**config.mk**
```make
export PLATFORM = sky130hd
export DESIGN_NAME = pbit_back
export DESIGN_NICKNAME = d
export VERILOG_FILES = /design/src/pbit_pkg.sv /design/src/pbit_back.sv
export SDC_FILE = /design/constraint.sdc
export NUM_CORES = 2
export LEC_CHECK = 0
export BUFFER_PORTS_ARGS = -buffer_cell sky130_fd_sc_hd__buf_2
export CAP_MARGIN = 5
export CORE_UTILIZATION = 60
export DETAILED_ROUTE_END_ITERATION = 16
export HOLD_SLACK_MARGIN = 0.02
export PLACE_DENSITY = 0.8
export SLEW_MARGIN = 20
export SYNTH_ARGS = -nofsm -noshare
export SYNTH_HDL_FRONTEND = slang
export SYNTH_SLANG_ARGS = --single-unit
```
**constraint.sdc**
```tcl
create_clock -name aclk -period 9.8 [get_ports aclk]
set_input_delay 0.49 -clock aclk [delete_from_list [all_inputs] [get_ports aclk]]
set_output_delay 0.49 -clock aclk [all_outputs]
set_load 0.1 [all_outputs]
```
**src/pbit_pkg.sv**
```systemverilog
// shared types and constants for the path versus box hit test
// no dependencies; imported by every module of the block
package pbit_pkg;

    localparam int COORD_WIDTH = 16;
    localparam int SIZE_WIDTH  = COORD_WIDTH - 1;
    localparam int EXT_WIDTH   = COORD_WIDTH + 1;      // box edges, segment deltas
    localparam int REL_WIDTH   = COORD_WIDTH + 2;      // corner relative to segment start
    localparam int PROD_WIDTH  = REL_WIDTH + EXT_WIDTH;

    localparam int QUEUE_DEPTH = 4;
    localparam int PTR_WIDTH   = $clog2(QUEUE_DEPTH);
    localparam int CNT_WIDTH   = $clog2(QUEUE_DEPTH + 1);

    // requests that can be in flight: queue, two back stages, output register
    localparam int PIPE_CAPACITY = QUEUE_DEPTH + 3;
    localparam int PEND_WIDTH    = $clog2(PIPE_CAPACITY + 1);

    localparam int NUM_CORNERS = 4;

    // configuration register indexes
    localparam logic [1:0] REG_BOX_LEFT   = 2'd0;
    localparam logic [1:0] REG_BOX_TOP    = 2'd1;
    localparam logic [1:0] REG_BOX_WIDTH  = 2'd2;
    localparam logic [1:0] REG_BOX_HEIGHT = 2'd3;

    // closed box with left, top, right and bottom edges, sign-extended
    typedef struct packed {
        logic [EXT_WIDTH-1:0] left;
        logic [EXT_WIDTH-1:0] top;
        logic [EXT_WIDTH-1:0] right;
        logic [EXT_WIDTH-1:0] bottom;
    } box_t;

    // classification of one segment
    typedef struct packed {
        logic live;   // segment exists and its bounding box touches the box
        logic axis;   // vertical, horizontal or zero length
        logic last;   // vertex closes the path
    } seg_flags_t;

    typedef struct packed {
        logic [COORD_WIDTH-1:0] x1;
        logic [COORD_WIDTH-1:0] y1;
        logic [EXT_WIDTH-1:0]   dx;
        logic [EXT_WIDTH-1:0]   dy;
        seg_flags_t             flags;
    } seg_t;

endpackage

```
**src/pbit_back.sv**
```systemverilog
// back part: corner cross products, side test, path accumulation and result register
// depends on pbit_pkg
module pbit_back (
    input  logic           aclk,
    input  logic           aresetn,
    input  pbit_pkg::box_t box,
    input  pbit_pkg::seg_t head,
    input  logic           head_valid,
    output logic           pop,
    output logic           m_valid,
    input  logic           m_ready,
    output logic           m_intersects
);
    import pbit_pkg::*;

    // stage a: corners relative to the segment start
    logic                        a_valid_reg;
    logic signed [REL_WIDTH-1:0] ex_reg [NUM_CORNERS];
    logic signed [REL_WIDTH-1:0] ey_reg [NUM_CORNERS];
    logic signed [REL_WIDTH-1:0] ex_next [NUM_CORNERS];
    logic signed [REL_WIDTH-1:0] ey_next [NUM_CORNERS];
    logic signed [EXT_WIDTH-1:0] dx_reg, dy_reg;
    seg_flags_t                  a_flags_reg;

    // stage b: the two products of each corner
    logic                         b_valid_reg;
    logic signed [PROD_WIDTH-1:0] p_reg [NUM_CORNERS];
    logic signed [PROD_WIDTH-1:0] q_reg [NUM_CORNERS];
    seg_flags_t                   b_flags_reg;

    logic [NUM_CORNERS-1:0] above, below;
    logic                   seg_hit;
    logic                   acc_reg;
    logic                   m_valid_reg, m_intersects_reg;
    logic                   a_ld, b_ld, c_adv;

    assign c_adv = b_valid_reg && (!b_flags_reg.last || !m_valid_reg || m_ready);
    assign b_ld  = !b_valid_reg || c_adv;
    assign a_ld  = !a_valid_reg || b_ld;
    assign pop   = head_valid && a_ld;

    assign m_valid      = m_valid_reg;
    assign m_intersects = m_intersects_reg;

    always_comb begin
        logic signed [REL_WIDTH-1:0] x1, y1, cx, cy;
        x1 = REL_WIDTH'($signed(head.x1));
        y1 = REL_WIDTH'($signed(head.y1));
        for (int i = 0; i < NUM_CORNERS; i++) begin
            cx = (i == 1 || i == 2) ? REL_WIDTH'($signed(box.right))
                                    : REL_WIDTH'($signed(box.left));
            cy = (i >= 2) ? REL_WIDTH'($signed(box.bottom))
                          : REL_WIDTH'($signed(box.top));
            ex_next[i] = cx - x1;
            ey_next[i] = cy - y1;
        end
    end

    always_comb begin
        for (int i = 0; i < NUM_CORNERS; i++) begin
            above[i] = p_reg[i] > q_reg[i];
            below[i] = p_reg[i] < q_reg[i];
        end
        seg_hit = b_flags_reg.live &&
                  (b_flags_reg.axis || !((&above) || (&below)));
    end

    always_ff @(posedge aclk) begin
        if (!aresetn) begin
            a_valid_reg <= 1'b0;
            b_valid_reg <= 1'b0;
            m_valid_reg <= 1'b0;
            acc_reg     <= 1'b0;
        end else begin
            if (a_ld) begin
                a_valid_reg <= pop;
            end
            if (b_ld) begin
                b_valid_reg <= a_valid_reg;
            end
            // a new answer replaces the one taken in the same cycle
            if (c_adv && b_flags_reg.last) begin
                m_valid_reg <= 1'b1;
            end else if (m_ready) begin
                m_valid_reg <= 1'b0;
            end
            if (c_adv) begin
                if (b_flags_reg.last) begin
                    acc_reg <= 1'b0;
                end else begin
                    acc_reg <= acc_reg || seg_hit;
                end
            end
        end
    end

    always_ff @(posedge aclk) begin
        if (pop) begin
            for (int i = 0; i < NUM_CORNERS; i++) begin
                ex_reg[i] <= ex_next[i];
                ey_reg[i] <= ey_next[i];
            end
            dx_reg      <= $signed(head.dx);
            dy_reg      <= $signed(head.dy);
            a_flags_reg <= head.flags;
        end
        if (b_ld && a_valid_reg) begin
            for (int i = 0; i < NUM_CORNERS; i++) begin
                p_reg[i] <= ex_reg[i] * dy_reg;
                q_reg[i] <= ey_reg[i] * dx_reg;
            end
            b_flags_reg <= a_flags_reg;
        end
        if (c_adv && b_flags_reg.last) begin
            m_intersects_reg <= acc_reg || seg_hit;
        end
    end

endmodule

```
# After elaboration in Yosys (flattened, before gate mapping)
# Memory sizes are Yosys's and may differ from the RTL's.
# Index checks and enable logic that the tools add are counted.
[totals] n_memories=4 inputBits=141 latchBits=0 ram_bits=424 ff_bits=45 output_inout_bits=3 mem_bits_ro=0
[memory_table] name="p_reg" words=4 word_bits=35 rd=4 rd_ports_with_merged_regs=0 write_ports=4 line="pbit_back.sv:27" source="logic signed [PROD_WIDTH-1:0] p_reg [NUM_CORNERS];"
[memory_table] name="q_reg" words=4 word_bits=35 rd=4 rd_ports_with_merged_regs=0 write_ports=4 line="pbit_back.sv:28" source="logic signed [PROD_WIDTH-1:0] q_reg [NUM_CORNERS];"
[memory_table] name="ex_reg" words=4 word_bits=18 rd=4 rd_ports_with_merged_regs=0 write_ports=4 line="pbit_back.sv:18" source="logic signed [REL_WIDTH-1:0] ex_reg [NUM_CORNERS];"
[memory_table] name="ey_reg" words=4 word_bits=18 rd=4 rd_ports_with_merged_regs=0 write_ports=4 line="pbit_back.sv:19" source="logic signed [REL_WIDTH-1:0] ey_reg [NUM_CORNERS];"
[op_classes] eq_ne=0 order_cmp=8 shifts=0 div_mod_pow=0 n_reduce_logical=20 multipliers=8 bitwise=0 mux=7 addsub=4
[op_table] op="$mul A18 B17 Y35" n=8
[op_table] op="$gt A35 B35 Y1" n=4
[op_table] op="$lt A35 B35 Y1" n=4
[op_table] op="$sub A17 B16 Y18" n=4
[op_table] op="$reduce_and A4 Y1" n=2
[op_table] op="$logic_or A1 B1 Y1" n=7
[op_table] op="$mux W1" n=7
[op_table] op="$logic_and A1 B1 Y1" n=5
[op_table] op="$logic_not A1 Y1" n=5
[op_table] op="$reduce_bool A2 Y1" n=1

# Logic depth before layout (Yosys ltp)
[depth] word_depth=9 ltp_mapped=25 mapped_depth_nobuf=23

# Worst setup path before layout
# OpenSTA, ideal clock, no wires.
[synth_path] path_type="flip-flop to flip-flop" startpoint="reg m_valid_reg, in the netlist m_valid" endpoint="reg a_flags_reg[0] in the netlist's numbering (enable)" path_buffers=0 t_required_ns=8.951 setup_slack_ns=-2.043 stages_incl_launch_ff=4 setup_time_ns=0.849 arrival_ns=10.994 period_less_slack_ns=11.843 path_cell_list="dfxtp_1 nand2b_1 nor2_1 a21boi_0"
[synth_via] elab_chain_cells=7
[synth_lines] item="start: declaration" line="pbit_back.sv:34" source="logic m_valid_reg, m_intersects_reg;"
[synth_lines] item="start signal: assignment" line="pbit_back.sv:72" source="m_valid_reg <= 1'b0;"
[synth_lines] item="start signal: assignment" line="pbit_back.sv:83" source="m_valid_reg <= 1'b1;"
[synth_lines] item="start signal: assignment" line="pbit_back.sv:85" source="m_valid_reg <= 1'b0;"
[synth_lines] item="$logic_not A1 Y1" line="pbit_back.sv:37" source="assign c_adv = b_valid_reg && (!b_flags_reg.last || !m_valid_reg || m_ready);"
[synth_lines] item="$logic_or A1 B1 Y1 (2 in a row)" line="pbit_back.sv:37"
[synth_lines] item="$logic_and A1 B1 Y1" line="pbit_back.sv:37"
[synth_lines] item="$logic_or A1 B1 Y1" line="pbit_back.sv:38" source="assign b_ld = !b_valid_reg || c_adv;"
[synth_lines] item="$logic_or A1 B1 Y1" line="pbit_back.sv:39" source="assign a_ld = !a_valid_reg || b_ld;"
[synth_lines] item="$logic_and A1 B1 Y1" line="pbit_back.sv:40" source="assign pop = head_valid && a_ld;"
[synth_lines] item="via pop" line="pbit_back.sv:9" source="output logic pop,"
[synth_lines] item="end signal: assignment" line="pbit_back.sv:105" source="a_flags_reg <= head.flags;"
[synth_lines] item="end: declaration" line="pbit_back.sv:23" source="seg_flags_t a_flags_reg;"
# The timed path passes the listed nets, and every way through them passes these cells.
# A chain may end at the register's enable or synchronous reset.

==> results.yml <==
sta:
  rsz0062_at_grt: "no"
  max_slew_margin: 0.2687
  max_freq_mhz: 140.0
  final-max-slew-violation-count: 0
  worst_hold_slack_ns: 0.05100
  finalSetupViolations: 0
  timing.clock.skew_ns: 0.04096
  hold_violations: 0
  tightest_slew_ns: 1.089
  layout_min_cycle_time_ns: 7.142
  setup_total_negative_slack_ns: 0
  fin_crit_sh: 0.7288
floorplanning:
  die_y_um: 316.9
  floorplan.io_pins: 144
  floorplan.initialDensity: 0.6053
  coreArea_um2: 98280
  die_area_um2: 100400
  rows: 115
  dieWidth_um: 316.9
detailed_routing:
  drt-initial-drc-count: 2840
  route.antenna.remaining_nets: 0
  detail_route.vias_per_cell: 5.599
  routed_wl_um: 131900
  drc: 0
  avgRoutedWirePerCell_um: 17.71
  vias: 41700
  firstDrtPassIters: 5
run:
  timing.max_cap.violations: 0
setup_path:
  cp_slowest_stage_delay_ns: 0.78
  worst-endpoint-arrival_ns: 7.50
  worstPathMaxFanout: 21
  required_ns: 10.16
  crit_path_frequent_cell: "sky130_fd_sc_hd__fa_1"
  cp_cell_sequence: "buf_4 -> nand2_1 -> fa_1 -> fa_1 -> fa_1 -> fa_1 -> inv_1 -> fa_1 -> inv_1 -> fa_1 -> inv_1 -> ha_1 -> a211oi_2 -> o21bai_1 -> a31oi_1 -> a31oi_1 -> a221oi_2 -> inv_2 -> a41o_1 -> nand3b_1 -> o221ai_1"
  worstSetupEndpointType: "flop"
  cp_top_family: "adder cells"
  rrSetupSlack_ns: 2.66
  critPathKind: "reg2reg"
  timing.critical_path.from_type: "flop"
  critical_path.slowest_cell: "sky130_fd_sc_hd__edfxtp_1"
  critPathBufInv: 5
grt:
  grtUsageMet1: 0.3765
  grtUsageMet3: 0.04539
  global_route.usage.met2: 0.4544
  grt_pass1_wl_um: 222900
  grt.total_usage: 0.2800
  grt_pass1_vias: 44820
  antenna_violations_before_repair: 2
  grt_max_degree: 71
  gr-total-overflow: 0
  top_usage_layer: "met2"
synthesis:
  postSynthNetCount: 8047
  synth-edff-count: 253
  synth-async-reset-ratio: 0
  yosys_most_used_dff: "sky130_fd_sc_hd__edfxtp_1"
  yosysWarningCount: 0
  ys_seq_area_frac: 0.1291
  yosys.cell_types.count: 75
  netlist_area_um2: 59490
  synthCells: 6102
  synthesis.area_per_instance_um2: 9.749
  synth-seq-cells: 257
clocking:
  cts_max_level: 2
  cts_tree: "yes"
  cts.repair.resized: 0
  clock_tree.root_cell: "sky130_fd_sc_hd__clkbuf_16"
  cts.hold.buffers_added: 8
  numClockSinks: 257
  cts_inserted_buffers: 35
  clock_latency_late_sink_ns: 0.62
  cts_max_path_buffers: 3
  post_cts.repair.setup_buffers: 0
  path_clk_slew_ns: 0.06
finish:
  n_fill_cell: 7713
  leading_cell_types_in_the_layout_fill_and_taps_excluded: "sky130_fd_sc_hd__inv_1 (1,429), sky130_fd_sc_hd__fa_1 (1,248), sky130_fd_sc_hd__nand2_1 (621)"
  layout.nets: 8080
  area_growth_pct: 5.277
  ff_latch_area_um2: 7677
  drive_gt1_frac: 0.04514
  stdcell_area_um2: 62630
  multi_input_comb_area_um2: 45710
  layout.cells.most_common: "sky130_fd_sc_hd__inv_1"
  final_util: 0.6372
place:
  postPlaceCellArea_um2: 61410
  placement.io_buffers: 143
  place.detailed.hpwl_um: 105800
  gpl.final_weighted_congestion: 0.9164
hold_path:
  min_delay_worst_type: "in2reg"
outcome:
  outcome: "completed"
[worst reg2reg max path, cell delays in order, from the launching register on]
cell and delay, ns:
sky130_fd_sc_hd__edfxtp_1 0.78, sky130_fd_sc_hd__buf_4 0.41, sky130_fd_sc_hd__nand2_1 0.13, sky130_fd_sc_hd__fa_1 0.50, sky130_fd_sc_hd__fa_1 0.57, sky130_fd_sc_hd__fa_1 0.45, sky130_fd_sc_hd__fa_1 0.54, sky130_fd_sc_hd__inv_1 0.05
sky130_fd_sc_hd__fa_1 0.47, sky130_fd_sc_hd__inv_1 0.05, sky130_fd_sc_hd__fa_1 0.47, sky130_fd_sc_hd__inv_1 0.04, sky130_fd_sc_hd__ha_1 0.34, sky130_fd_sc_hd__a211oi_2 0.24, sky130_fd_sc_hd__o21bai_1 0.15, sky130_fd_sc_hd__a31oi_1 0.28
sky130_fd_sc_hd__a31oi_1 0.26, sky130_fd_sc_hd__a221oi_2 0.58, sky130_fd_sc_hd__inv_2 0.11, sky130_fd_sc_hd__a41o_1 0.31, sky130_fd_sc_hd__nand3b_1 0.10, sky130_fd_sc_hd__o221ai_1 0.10
[kinds of logic (layout without fill, tap and decap cells)]
family	Yosys count	in the layout	share of synthesized area
AND/OR/NAND/NOR	1669	1669	0.1413
flip-flops	257	257	0.1291
other	0	1	0
buffers and inverters	1631	1688	0.1029
XOR/XNOR	188	188	0.02768
adder cells (fa/ha/maj)	1804	1804	0.5369
AO/OA/AOI/OAI	553	553	0.06209
[cell usage after synthesis (all sizes together) (9+ instances only)]
master | n | area (um^2)
nor2 | 173 | 649.4
nand3 | 32 | 160.2
a211oi | 18 | 160.2
a21oi | 153 | 773.2
a21o | 100 | 750.7
clkbuf | 197 | 739.5
edfxtp | 253 | 7597
o31ai | 10 | 75.07
o21bai | 17 | 127.6
o211ai | 15 | 127.6
nand4 | 42 | 262.8
o21a | 30 | 225.2
fa | 1248 | 24980
a21boi | 17 | 127.6
and2 | 618 | 3866
inv | 1432 | 5375
or3 | 9 | 56.30
ha | 556 | 6957
or2 | 14 | 87.58
o21ai | 105 | 525.5
xnor2 | 155 | 1358
and3 | 14 | 87.58
a31oi | 14 | 87.58
nor3 | 40 | 205.2
xor2 | 33 | 289.0
nand2 | 621 | 2331
nand2b | 39 | 244.0
a211o | 9 | 78.83
nor2b | 45 | 289.0
[cell type report]
| type | count | share of cell area |
|---|---|---|
| Inverter | 1432 | 0.08583 |
| Tap cell | 1287 | 0.02571 |
| Clock buffer | 40 | 0.01429 |
| Antenna cell | 1 | 0.00003996 |
| Timing Repair Buffer | 195 | 0.01798 |
| Clock inverter | 21 | 0.003736 |
| Sequential cell | 257 | 0.1226 |
| Multi-Input combinational cell | 4214 | 0.7298 |
[per-layer routing]
layer / share of wire / up-vias
li1: - / 18620
met1: 0.40 / 21230
met2: 0.48 / 1527
met3: 0.074 / 315
met4: 0.045 / 2
met5: 0.000099 / -
[metrics by stage]
step           std cells  setup WS (ns)
2_1_floorplan       6102          1.613
3_3_place_gp        7377          2.860
3_5_place_dp        7377          2.714
4_1_cts             7446          2.721
5_1_grt             7446          2.325
6_report            7447          2.658
[worst paths after layout]
path / cells past startpoint / end / startpoint
worst min-delay path: 1 / dx_reg[12] / head[32]
worst max register to register: 21 / q_reg[2][33] / dx_reg[4]
worst max-delay path: 21 / q_reg[2][33] / dx_reg[4]
worst min register to register: 0 / b_flags_reg[0] / a_flags_reg[0]
Power is left out: the tool's default activity adds up to more than one toggle a clock period on the data nets, which glitch-free logic cannot reach.
